`config.mk`:
```
export PLATFORM = sky130hd
export DESIGN_NAME = biquad_lowpass_df1_four_lane_unit_flat
export DESIGN_NICKNAME = d
export VERILOG_FILES = /design/src/rtl/bq4_pkg.sv /design/src/rtl/bq4_in_if.sv /design/src/rtl/bq4_out_if.sv /design/src/rtl/bq4_cfg_if.sv /design/src/rtl/bq4_dp.sv /design/src/rtl/bq4_ctrl.sv /design/src/rtl/biquad_lowpass_df1_four_lane_unit.sv /design/src/flat_wrapper.sv
export SDC_FILE = /design/constraint.sdc
export NUM_CORES = 2
export LEC_CHECK = 0
export BUFFER_PORTS_ARGS = -buffer_cell sky130_fd_sc_hd__buf_2
export CAP_MARGIN = 20
export CELL_PAD_IN_SITES_DETAIL_PLACEMENT = 1
export CELL_PAD_IN_SITES_GLOBAL_PLACEMENT = 2
export CORE_MARGIN = 4
export CORE_UTILIZATION = 37
export DETAILED_ROUTE_END_ITERATION = 8
export HOLD_SLACK_MARGIN = 0.03
export PLACE_DENSITY = 0.89
export RECOVER_POWER = 25
export SLEW_MARGIN = 20
export SYNTH_ARGS = -nofsm -noshare
export SYNTH_HDL_FRONTEND = slang
export SYNTH_SLANG_ARGS = --single-unit
```
`constraint.sdc`:
```
create_clock -name clk -period 8.5 [get_ports clk]
set_input_delay 1.7 -clock clk [delete_from_list [all_inputs] [get_ports clk]]
set_output_delay 1.7 -clock clk [all_outputs]
set_load 0.02 [all_outputs]
```
`src/rtl/bq4_pkg.sv`:
```
`timescale 1ns / 1ps
// ----------------------------------------------------------------------------
// bq4_pkg - shared types and constants of the four-lane biquad
// Sample and coefficient formats, MAC term codes, register indexes and the
// command bundle from the controller to the datapath.
// ----------------------------------------------------------------------------
package bq4_pkg;

  // Samples are signed Q1.(SAMPLE_W-1); coefficients are signed Q3.15
  localparam int LANES     = 4;
  localparam int LANE_W    = $clog2(LANES);
  localparam int SAMPLE_W  = 16;
  localparam int COEF_W    = 18;
  localparam int COEF_FRAC = 15;
  localparam int PROD_W    = COEF_W + SAMPLE_W;
  // five products summed exactly, plus rounding headroom
  localparam int ACC_W     = PROD_W + 3;
  localparam int CFG_IDX_W = 3;

  typedef logic signed [SAMPLE_W-1:0] sample_t;
  typedef logic signed [COEF_W-1:0]   coef_t;

  // Configuration register indexes
  typedef enum logic [CFG_IDX_W-1:0] {
    REG_GAIN_X0 = 3'd0,
    REG_COEF_X1 = 3'd1,
    REG_COEF_X2 = 3'd2,
    REG_COEF_Y1 = 3'd3,
    REG_COEF_Y2 = 3'd4
  } cfg_reg_t;

  // One code per multiply-accumulate term of a lane, in issue order
  typedef enum logic [2:0] {
    TERM_X0 = 3'd0,
    TERM_X1 = 3'd1,
    TERM_X2 = 3'd2,
    TERM_Y1 = 3'd3,
    TERM_Y2 = 3'd4
  } term_t;

  // Controller to datapath command bundle
  typedef struct packed {
    logic              load_in;   // capture an accepted item
    logic              mac_en;    // issue one MAC term
    term_t             term;      // which term is issued
    logic              round_en;  // finish the lane: round, saturate, shift history
    logic [LANE_W-1:0] lane;      // lane being filtered
    logic              load_out;  // move finished lanes to the output register
  } dp_cmd_t;

endpackage

```
`src/rtl/bq4_in_if.sv`:
```
`timescale 1ns / 1ps
// ----------------------------------------------------------------------------
// bq4_in_if - input sample channel
// Valid/ready channel carrying four consecutive samples, oldest first.
// ----------------------------------------------------------------------------
interface bq4_in_if;
  logic              valid;
  logic              ready;
  bq4_pkg::sample_t  in_s0;
  bq4_pkg::sample_t  in_s1;
  bq4_pkg::sample_t  in_s2;
  bq4_pkg::sample_t  in_s3;

  modport source (output valid, output in_s0, output in_s1, output in_s2,
                  output in_s3, input ready);
  modport sink   (input valid, input in_s0, input in_s1, input in_s2,
                  input in_s3, output ready);
endinterface

```
`src/rtl/bq4_out_if.sv`:
```
`timescale 1ns / 1ps
// ----------------------------------------------------------------------------
// bq4_out_if - filtered sample channel
// Valid/ready channel carrying four filtered samples, oldest first.
// ----------------------------------------------------------------------------
interface bq4_out_if;
  logic              valid;
  logic              ready;
  bq4_pkg::sample_t  out_s0;
  bq4_pkg::sample_t  out_s1;
  bq4_pkg::sample_t  out_s2;
  bq4_pkg::sample_t  out_s3;

  modport source (output valid, output out_s0, output out_s1, output out_s2,
                  output out_s3, input ready);
  modport sink   (input valid, input out_s0, input out_s1, input out_s2,
                  input out_s3, output ready);
endinterface

```
`src/rtl/bq4_cfg_if.sv`:
```
`timescale 1ns / 1ps
// ----------------------------------------------------------------------------
// bq4_cfg_if - coefficient write channel
// Valid/ready channel carrying a register index and its write data.
// ----------------------------------------------------------------------------
interface bq4_cfg_if;
  logic                               valid;
  logic                               ready;
  logic [bq4_pkg::CFG_IDX_W-1:0]      index;
  logic [bq4_pkg::COEF_W-1:0]         data;

  modport source (output valid, output index, output data, input ready);
  modport sink   (input valid, input index, input data, output ready);
endinterface

```
`src/rtl/bq4_dp.sv`:
```
`timescale 1ns / 1ps
// ----------------------------------------------------------------------------
// bq4_dp - biquad datapath
// Coefficient registers, filter history, one shared 18x16 MAC with a product
// register, round-and-saturate stage and the output register.
// ----------------------------------------------------------------------------
module bq4_dp (
  input  logic                          clk,
  input  logic                          rst_n,
  input  bq4_pkg::dp_cmd_t              cmd,
  input  logic                          cfg_we,
  input  logic [bq4_pkg::CFG_IDX_W-1:0] cfg_index,
  input  logic [bq4_pkg::COEF_W-1:0]    cfg_data,
  input  bq4_pkg::sample_t              in_s0,
  input  bq4_pkg::sample_t              in_s1,
  input  bq4_pkg::sample_t              in_s2,
  input  bq4_pkg::sample_t              in_s3,
  output bq4_pkg::sample_t              out_s0,
  output bq4_pkg::sample_t              out_s1,
  output bq4_pkg::sample_t              out_s2,
  output bq4_pkg::sample_t              out_s3
);

  localparam int RQ_W = bq4_pkg::ACC_W - bq4_pkg::COEF_FRAC;
  localparam logic signed [bq4_pkg::ACC_W-1:0] RND_HALF =
    bq4_pkg::ACC_W'(2 ** (bq4_pkg::COEF_FRAC - 1));
  localparam logic signed [RQ_W-1:0] RQ_MAX = RQ_W'(2 ** (bq4_pkg::SAMPLE_W - 1) - 1);
  localparam logic signed [RQ_W-1:0] RQ_MIN = -RQ_MAX - RQ_W'(1);
  localparam bq4_pkg::sample_t SAT_MAX = bq4_pkg::SAMPLE_W'(2 ** (bq4_pkg::SAMPLE_W - 1) - 1);
  localparam bq4_pkg::sample_t SAT_MIN = -SAT_MAX - bq4_pkg::SAMPLE_W'(1);

  bq4_pkg::coef_t   gain_x0_r, coef_x1_r, coef_x2_r, coef_y1_r, coef_y2_r;
  bq4_pkg::sample_t x_back1_r, x_back2_r, y_back1_r, y_back2_r;
  bq4_pkg::sample_t x_in_r  [bq4_pkg::LANES];
  bq4_pkg::sample_t y_lane_r[bq4_pkg::LANES];
  bq4_pkg::sample_t out_r   [bq4_pkg::LANES];

  logic signed [bq4_pkg::PROD_W-1:0] prod_r, prod_nxt;
  logic signed [bq4_pkg::ACC_W-1:0]  acc_r, acc_nxt;
  logic signed [bq4_pkg::ACC_W-1:0]  sum, rnd;
  logic signed [RQ_W-1:0]            rq;
  bq4_pkg::coef_t                    coef_sel;
  bq4_pkg::sample_t                  op_sel;
  bq4_pkg::sample_t                  x_cur;
  bq4_pkg::sample_t                  y_sat;

  // Coefficient registers; indexes beyond the list are dropped
  always_ff @(posedge clk) begin
    if (!rst_n) begin
      gain_x0_r <= '0;
      coef_x1_r <= '0;
      coef_x2_r <= '0;
      coef_y1_r <= '0;
      coef_y2_r <= '0;
    end else if (cfg_we) begin
      unique case (cfg_index)
        bq4_pkg::REG_GAIN_X0: gain_x0_r <= cfg_data;
        bq4_pkg::REG_COEF_X1: coef_x1_r <= cfg_data;
        bq4_pkg::REG_COEF_X2: coef_x2_r <= cfg_data;
        bq4_pkg::REG_COEF_Y1: coef_y1_r <= cfg_data;
        bq4_pkg::REG_COEF_Y2: coef_y2_r <= cfg_data;
        default: ;
      endcase
    end
  end

  assign x_cur = x_in_r[cmd.lane];

  // Select the coefficient and the sample for the issued term
  always_comb begin
    unique case (cmd.term)
      bq4_pkg::TERM_X0: begin coef_sel = gain_x0_r; op_sel = x_cur;     end
      bq4_pkg::TERM_X1: begin coef_sel = coef_x1_r; op_sel = x_back1_r; end
      bq4_pkg::TERM_X2: begin coef_sel = coef_x2_r; op_sel = x_back2_r; end
      bq4_pkg::TERM_Y1: begin coef_sel = coef_y1_r; op_sel = y_back1_r; end
      bq4_pkg::TERM_Y2: begin coef_sel = coef_y2_r; op_sel = y_back2_r; end
      default:          begin coef_sel = '0;        op_sel = '0;        end
    endcase
  end

  assign prod_nxt = bq4_pkg::PROD_W'(coef_sel * op_sel);

  // Accumulate the product of the previous term; the first term only multiplies
  always_comb begin
    acc_nxt = acc_r;
    if (cmd.mac_en) begin
      case (cmd.term)
        bq4_pkg::TERM_X0: acc_nxt = acc_r;
        bq4_pkg::TERM_X1: acc_nxt = bq4_pkg::ACC_W'(prod_r);
        default:          acc_nxt = acc_r + bq4_pkg::ACC_W'(prod_r);
      endcase
    end
  end

  // Add the last product, round half up, saturate to the sample range
  always_comb begin
    sum = acc_r + bq4_pkg::ACC_W'(prod_r);
    rnd = sum + RND_HALF;
    rq  = rnd[bq4_pkg::ACC_W-1:bq4_pkg::COEF_FRAC];
    if (rq > RQ_MAX) begin
      y_sat = SAT_MAX;
    end else if (rq < RQ_MIN) begin
      y_sat = SAT_MIN;
    end else begin
      y_sat = rq[bq4_pkg::SAMPLE_W-1:0];
    end
  end

  // MAC registers
  always_ff @(posedge clk) begin
    if (cmd.mac_en) begin
      prod_r <= prod_nxt;
    end
    acc_r <= acc_nxt;
  end

  // Filter history; the saturated output feeds back
  always_ff @(posedge clk) begin
    if (!rst_n) begin
      x_back1_r <= '0;
      x_back2_r <= '0;
      y_back1_r <= '0;
      y_back2_r <= '0;
    end else if (cmd.round_en) begin
      x_back2_r <= x_back1_r;
      x_back1_r <= x_cur;
      y_back2_r <= y_back1_r;
      y_back1_r <= y_sat;
    end
  end

  // Capture the item, collect lane results, load the output register
  always_ff @(posedge clk) begin
    if (cmd.load_in) begin
      x_in_r[0] <= in_s0;
      x_in_r[1] <= in_s1;
      x_in_r[2] <= in_s2;
      x_in_r[3] <= in_s3;
    end
    if (cmd.round_en) begin
      y_lane_r[cmd.lane] <= y_sat;
    end
    if (cmd.load_out) begin
      out_r <= y_lane_r;
    end
  end

  assign out_s0 = out_r[0];
  assign out_s1 = out_r[1];
  assign out_s2 = out_r[2];
  assign out_s3 = out_r[3];

endmodule

```
`src/rtl/bq4_ctrl.sv`:
```
`timescale 1ns / 1ps
// ----------------------------------------------------------------------------
// bq4_ctrl - biquad sequencer
// Steps the shared MAC through five terms and one rounding step per lane,
// four lanes per item, and owns the input ready and output valid.
// ----------------------------------------------------------------------------
module bq4_ctrl (
  input  logic             clk,
  input  logic             rst_n,
  input  logic             in_valid,
  output logic             in_ready,
  output logic             out_valid,
  input  logic             out_ready,
  output bq4_pkg::dp_cmd_t cmd
);

  typedef enum logic [1:0] {
    S_IDLE,
    S_MUL,
    S_ROUND,
    S_DONE
  } state_t;

  localparam logic [bq4_pkg::LANE_W-1:0] LAST_LANE = bq4_pkg::LANE_W'(bq4_pkg::LANES - 1);

  state_t                      state_r;
  bq4_pkg::term_t              term_r;
  logic [bq4_pkg::LANE_W-1:0]  lane_r;
  logic                        out_valid_r;
  logic                        slot_free;

  assign slot_free = !out_valid_r || out_ready;

  // Commands follow the state directly
  always_comb begin
    cmd          = '0;
    cmd.term     = term_r;
    cmd.lane     = lane_r;
    cmd.load_in  = (state_r == S_IDLE) && in_valid;
    cmd.mac_en   = (state_r == S_MUL);
    cmd.round_en = (state_r == S_ROUND);
    cmd.load_out = (state_r == S_DONE) && slot_free;
  end

  // Hold off new items while reset is applied
  assign in_ready  = (state_r == S_IDLE) && rst_n;
  assign out_valid = out_valid_r;

  // Sequence terms and lanes; hold the output until it is taken
  always_ff @(posedge clk) begin
    if (!rst_n) begin
      state_r     <= S_IDLE;
      term_r      <= bq4_pkg::TERM_X0;
      lane_r      <= '0;
      out_valid_r <= 1'b0;
    end else begin
      if (out_valid_r && out_ready) begin
        out_valid_r <= 1'b0;
      end
      unique case (state_r)
        S_IDLE: begin
          if (in_valid) begin
            state_r <= S_MUL;
            term_r  <= bq4_pkg::TERM_X0;
            lane_r  <= '0;
          end
        end
        S_MUL: begin
          if (term_r == bq4_pkg::TERM_Y2) begin
            state_r <= S_ROUND;
          end else begin
            term_r <= bq4_pkg::term_t'(term_r + 3'd1);
          end
        end
        S_ROUND: begin
          term_r <= bq4_pkg::TERM_X0;
          if (lane_r == LAST_LANE) begin
            state_r <= S_DONE;
          end else begin
            lane_r  <= lane_r + bq4_pkg::LANE_W'(1);
            state_r <= S_MUL;
          end
        end
        S_DONE: begin
          if (slot_free) begin
            out_valid_r <= 1'b1;
            state_r     <= S_IDLE;
          end
        end
        default: state_r <= S_IDLE;
      endcase
    end
  end

  // An accepted item starts at the first term of lane zero
  a_start: assert property (@(posedge clk) disable iff (!rst_n)
    (in_valid && in_ready) |=> (state_r == S_MUL && term_r == bq4_pkg::TERM_X0
                                && lane_r == '0))
    else $error("item accepted without starting lane zero");

  // The output register is only reloaded when its content has gone
  a_no_overwrite: assert property (@(posedge clk) disable iff (!rst_n)
    cmd.load_out |-> (!out_valid_r || out_ready))
    else $error("output register overwritten while still waiting");

  // A reload always presents a result in the next cycle
  a_load_valid: assert property (@(posedge clk) disable iff (!rst_n)
    cmd.load_out |=> out_valid_r)
    else $error("loaded result not presented");

  // Rounding follows the last term of a lane
  a_round_after_y2: assert property (@(posedge clk) disable iff (!rst_n)
    cmd.round_en |-> ($past(state_r) == S_MUL && $past(term_r) == bq4_pkg::TERM_Y2))
    else $error("lane rounded before all terms were issued");

endmodule

```
`src/rtl/biquad_lowpass_df1_four_lane_unit.sv`:
```
`timescale 1ns / 1ps
// ----------------------------------------------------------------------------
// biquad_lowpass_df1_four_lane_unit - four-lane Direct Form 1 biquad
// Top level: joins the sequencer, the datapath and the three channels.
// ----------------------------------------------------------------------------
// Second-order IIR filter, Direct Form 1, on Q1.15 samples with signed Q3.15
// coefficients written through the configuration channel (indexes 0 to 4:
// gain_x0, coef_x1, coef_x2, coef_y1, coef_y2; other indexes are dropped).
// Each item carries four consecutive samples, oldest first, and returns four
// filtered samples, each rounded half up and saturated, the saturated value
// feeding the recursion. One 18x16 multiplier with a product register serves
// all twenty terms of an item: five MAC steps and one rounding step a lane,
// so an item passes through acceptance, the working steps of its four lanes
// and the output load. The output register holds a finished item while the
// next one is accepted and filtered; a new item is accepted only after the
// last is loaded there, a load that waits until an untaken result has gone.
// Write coefficients only while the block is idle.
module biquad_lowpass_df1_four_lane_unit (
  input logic        clk,
  input logic        rst_n,
  bq4_in_if.sink     in_chan,
  bq4_out_if.source  out_chan,
  bq4_cfg_if.sink    cfg_chan
);

  bq4_pkg::dp_cmd_t cmd;
  logic             cfg_we;

  // Take coefficient writes whenever out of reset
  assign cfg_chan.ready = rst_n;
  assign cfg_we         = cfg_chan.valid && rst_n;

  bq4_ctrl u_ctrl (
    .clk       (clk),
    .rst_n     (rst_n),
    .in_valid  (in_chan.valid),
    .in_ready  (in_chan.ready),
    .out_valid (out_chan.valid),
    .out_ready (out_chan.ready),
    .cmd       (cmd)
  );

  bq4_dp u_dp (
    .clk       (clk),
    .rst_n     (rst_n),
    .cmd       (cmd),
    .cfg_we    (cfg_we),
    .cfg_index (cfg_chan.index),
    .cfg_data  (cfg_chan.data),
    .in_s0     (in_chan.in_s0),
    .in_s1     (in_chan.in_s1),
    .in_s2     (in_chan.in_s2),
    .in_s3     (in_chan.in_s3),
    .out_s0    (out_chan.out_s0),
    .out_s1    (out_chan.out_s1),
    .out_s2    (out_chan.out_s2),
    .out_s3    (out_chan.out_s3)
  );

endmodule

```
`src/flat_wrapper.sv`:
```
// flat-port wrapper written by rule: the top's interface ports become plain ports
module biquad_lowpass_df1_four_lane_unit_flat 
  (clk, rst_n, in_chan_valid, in_chan_in_s0, in_chan_in_s1, in_chan_in_s2, in_chan_in_s3, in_chan_ready, out_chan_valid, out_chan_out_s0, out_chan_out_s1, out_chan_out_s2, out_chan_out_s3, out_chan_ready, cfg_chan_valid, cfg_chan_index, cfg_chan_data, cfg_chan_ready);
  bq4_in_if in_chan_i ();
  bq4_out_if out_chan_i ();
  bq4_cfg_if cfg_chan_i ();
  input logic clk;
  input logic rst_n;
  input wire logic [$bits(in_chan_i.valid)-1:0] in_chan_valid;
  input wire logic [$bits(in_chan_i.in_s0)-1:0] in_chan_in_s0;
  input wire logic [$bits(in_chan_i.in_s1)-1:0] in_chan_in_s1;
  input wire logic [$bits(in_chan_i.in_s2)-1:0] in_chan_in_s2;
  input wire logic [$bits(in_chan_i.in_s3)-1:0] in_chan_in_s3;
  output wire logic [$bits(in_chan_i.ready)-1:0] in_chan_ready;
  output wire logic [$bits(out_chan_i.valid)-1:0] out_chan_valid;
  output wire logic [$bits(out_chan_i.out_s0)-1:0] out_chan_out_s0;
  output wire logic [$bits(out_chan_i.out_s1)-1:0] out_chan_out_s1;
  output wire logic [$bits(out_chan_i.out_s2)-1:0] out_chan_out_s2;
  output wire logic [$bits(out_chan_i.out_s3)-1:0] out_chan_out_s3;
  input wire logic [$bits(out_chan_i.ready)-1:0] out_chan_ready;
  input wire logic [$bits(cfg_chan_i.valid)-1:0] cfg_chan_valid;
  input wire logic [$bits(cfg_chan_i.index)-1:0] cfg_chan_index;
  input wire logic [$bits(cfg_chan_i.data)-1:0] cfg_chan_data;
  output wire logic [$bits(cfg_chan_i.ready)-1:0] cfg_chan_ready;
  assign in_chan_i.valid = in_chan_valid;
  assign in_chan_i.in_s0 = in_chan_in_s0;
  assign in_chan_i.in_s1 = in_chan_in_s1;
  assign in_chan_i.in_s2 = in_chan_in_s2;
  assign in_chan_i.in_s3 = in_chan_in_s3;
  assign in_chan_ready = in_chan_i.ready;
  assign out_chan_valid = out_chan_i.valid;
  assign out_chan_out_s0 = out_chan_i.out_s0;
  assign out_chan_out_s1 = out_chan_i.out_s1;
  assign out_chan_out_s2 = out_chan_i.out_s2;
  assign out_chan_out_s3 = out_chan_i.out_s3;
  assign out_chan_i.ready = out_chan_ready;
  assign cfg_chan_i.valid = cfg_chan_valid;
  assign cfg_chan_i.index = cfg_chan_index;
  assign cfg_chan_i.data = cfg_chan_data;
  assign cfg_chan_ready = cfg_chan_i.ready;
  biquad_lowpass_df1_four_lane_unit u_core (.clk(clk), .rst_n(rst_n), .in_chan(in_chan_i), .out_chan(out_chan_i), .cfg_chan(cfg_chan_i));
endmodule
```
==> flow_metrics.tcl <==
set metrics [dict create \
    hold_slack_ps 410 \
    synth_cell_types 82 \
    seq_area_frac_synth 0.383 \
    port_buffers 156 \
    dieArea_um2 83400 \
    diodes 0 \
    slew_headroom -0.444 \
    ys_ff_latch 427 \
    grt_max_degree 97 \
    reg2reg_depth 27 \
    fin_nets 3585 \
    path_delay_family "adder cells" \
    finalCritPeriodShare 0.949 \
    pwr-share-seq 0.416 \
    ios 157 \
    critPathMaxStageDelay_ps 650 \
    drt-initial-drc-count 1464 \
    critPathMaxFanout 22 \
    tritoncts "built" \
    critPathBufInv 6 \
    layout_setup_ws_ps 432 \
    synth_top_family_by_area "adder cells" \
    skew_ps 21.0 \
    worstPathRequired_ps 8880 \
    p_per_area_nw_per_um2 172 \
    clk_latency_ps 580 \
    multi_input_area_um2 16100 \
    clock_sinks 427 \
    synth_top_cell_area_share 0.271 \
    ctsLongestPathBuffers 3 \
    cts_buffers 44 \
    die_h_um 289 \
    synth_fa_ha_area_frac 0.256 \
    internal_power_mw 3.91 \
    crit_cells 27 \
    antenna_found_initial 0 \
    seqCellArea_um2 11200 \
    grt_pass1_vias 23300 \
    cts.hold.buffers_added 0 \
    synthCells 2933 \
    critPathCaptureType "flip-flop" \
    postSynth.asyncResetShare 0 \
    hold_class "reg -> reg" \
    synthSimpleGateAreaFrac 0.140 \
    syn_nets 3446 \
    start_util 0.375 \
    area_growth_pct 12.8 \
    total_power_mw 5.67 \
    synth_warnings 0 \
    ant_nets 0 \
    start_kind "flip-flop" \
    peakVddDrop_mv 0.135 \
    worstPathArrival_ps 8450 \
    drv_cap 2 \
    synth_area_um2 29200 \
    synth_compound_area_frac 0.112 \
    p_sw_mw 1.76 \
    final_area_um2 32900 \
    final_util 0.423 \
    combPwrFrac 0.233 \
    yosysTopAreaCell "edfxtp_1" \
    post-route-min-period_ps 8070 \
    fmax_mhz 124 \
    cts-root-buf "clkbuf_16" \
    muxShareOfSynthArea 0.0141 \
    track_usage 0.201 \
    clkTransAtPathRegs_ps 60 \
    clockPowerShare 0.351 \
    post_route_cells_drive_above_1_share 0.121 \
    power.leakage_nw 13.5 \
    synth_area_leaders "edfxtp_1 (27%), fa_1 (20%), dfxtp_1 (11%)" \
    path_class "reg -> reg" \
    wirelength_mm 82.6 \
    synth.most_common_cell "nand2_1" \
    dp_hpwl_mm 64.0 \
    worstMarginPinSlew_ps 2170 \
    hold_viol_final 0 \
    viasPerCell 5.18 \
    holdPathStages 0 \
    violations "max-capacitance violations, max-slew violations" \
    finalMaxSlewViolations 72 \
    grt.overflow.total 0 \
    vias 21500 \
    setup_viol 0 \
    avgSynthCellArea_um2 9.95 \
    h-tree-depth 2 \
    place_area_um2 31400 \
    core-area_um2 77800 \
    n_fill_cell 8863 \
    dp_slack_ps 13.3 \
    synth_xor_area_frac 0.0267 \
    netlist_top_cells_count "nand2_1 (489), inv_1 (382), fa_1 (291), edfxtp_1 (263), nor2_1 (251)" \
    gp_congestion 0.851 \
    drc 0 \
    switching_share 0.311 \
    worst_path_max_delay_cell "fa_1" \
    ys.flop_type "edfxtp_1" \
    die_w_um 289 \
    timing.critical_path.mode_cell "fa_1" \
    status "finished, violations left" \
    rows 102 \
    dr.pass1.iters 9 \
    synth_enable_flop_cells 263 \
    routedWlPerCell_um 19.9 \
    grt_first_pass_wirelength_mm 132 \
]
cells in the final DEF (no fill, tap or decap), types with 6 or more instances in the layout:
| cell | netlist | final |
|---|---|---|
| xor2_1 | 26 | 26 |
| nand4_1 | 14 | 14 |
| fa_1 | 291 | 291 |
| o21ai_0 | 66 | 66 |
| a21o_1 | 21 | 20 |
| nor3b_1 | 7 | 6 |
| o21ai_1 | 17 | 17 |
| o21a_1 | 20 | 20 |
| edfxtp_1 | 263 | 263 |
| ha_1 | 132 | 131 |
| nor3_1 | 21 | 21 |
| buf_4 | 5 | 63 |
| inv_1 | 382 | 381 |
| a31oi_1 | 9 | 9 |
| mux4_2 | 16 | 16 |
| nand2b_1 | 30 | 29 |
| a31oi_2 | 10 | 10 |
| a22oi_1 | 50 | 49 |
| buf_2 | 8 | 151 |
| nand3_1 | 29 | 29 |
| a211oi_1 | 7 | 6 |
| clkbuf_16 | 0 | 46 |
| or2_2 | 15 | 15 |
| o21bai_1 | 15 | 15 |
| and2_1 | 14 | 12 |
| and3_1 | 7 | 7 |
| clkbuf_8 | 0 | 6 |
| dfxtp_1 | 164 | 164 |
| nor2_1 | 251 | 250 |
| nand2_1 | 489 | 489 |
| nand2_4 | 10 | 10 |
| nor2b_1 | 16 | 13 |
| a222oi_1 | 16 | 16 |
| xnor2_1 | 61 | 61 |
| or3_1 | 8 | 8 |
| clkbuf_1 | 118 | 15 |
| a21oi_1 | 237 | 236 |
power by group through the flow:
stage	sequential (mW)	clock [mW]	combinational [mW]
finish	2.36	1.99	1.32
global route	2.36	2.13	1.47
CTS	2.36	2.03	1.32
detailed placement	2.40	0	1.31
global placement	2.40	0	1.28
floorplan	2.39	0	0.895
area by class of cell:
type                    count  area share
multi-input cells        1987       0.489
clock inverters            21     0.00718
well taps                1040      0.0395
flip-flops and latches    427       0.340
clock buffers              59      0.0383
repair buffers            230      0.0423
inverters                 382      0.0436
metrics by stage:
stage / instances / setup TNS (ps)
2_1_floorplan: 2933 / 0
4_1_cts: 4143 / 0
5_1_grt: 4146 / -10.6
6_report: 4146 / 0
3_3_place_gp: 4063 / 0
3_5_place_dp: 4063 / 0
state kept, by name, indices dropped and copies added, names as in the netlist, 2 cells and up, named ones only:
name,cells
u_core.u_dp.x_in_r,64
u_core.u_dp.y_lane_r,64
u_core.u_dp.acc_r,37
u_core.u_dp.prod_r,34
u_core.u_dp.coef_x1_r,18
u_core.u_dp.coef_x2_r,18
u_core.u_dp.coef_y1_r,18
u_core.u_dp.coef_y2_r,18
u_core.u_dp.gain_x0_r,18
u_core.u_dp.out_s0,16
u_core.u_dp.out_s1,16
u_core.u_dp.out_s2,16
u_core.u_dp.out_s3,16
u_core.u_dp.x_back1_r,16
u_core.u_dp.x_back2_r,16
u_core.u_dp.y_back1_r,16
u_core.u_dp.y_back2_r,16
u_core.u_ctrl.term_r,3
u_core.u_ctrl.lane_r,2
u_core.u_ctrl.state_r,2
worst register-to-register path: cells and delay by family (launching register included):
kind	cells	cell delay, ps
AOI/OAI and AO/OA	7	1050
adders and majority gates	9	4450
buffers and inverters	6	900
DFF	1	410
and+or+nand+nor	5	1090
path summary, 6_finish.rpt:
path,startpoint,to,slack (ps)
min,u_core.u_dp.y_lane_r[55],u_core.u_dp.out_s0[7],410
min reg2reg,u_core.u_dp.y_lane_r[55],u_core.u_dp.out_s0[7],410
max,u_core.u_ctrl.term_r[0],u_core.u_dp.prod_r[30],430
max reg2reg,u_core.u_ctrl.term_r[0],u_core.u_dp.prod_r[30],430
logic make-up (layout without fill, tap and decap cells):
family                   after synthesis  after routing
buffers and inverters                520            692
flip-flops                           427            427
XOR/XNOR                              88             88
AO/OA/AOI/OAI                        516            516
AND/OR/NAND/NOR                      938            939
multiplexers                          21             21
adder cells (fa/ha/maj)              423            423
timing repair:
item / 4_1_cts / 5_1_grt
endpoints found under the setup margin: 0 / 7
resized for setup: 0 / 10
buffers inserted: 0 / 1
layer usage:
layer,routed length (um),track usage
met5,0,0
met4,2920,0.0690
met3,3750,0.0252
met2,39900,0.342
met1,36100,0.267
Note: power is estimated with default switching activity, not from simulation.
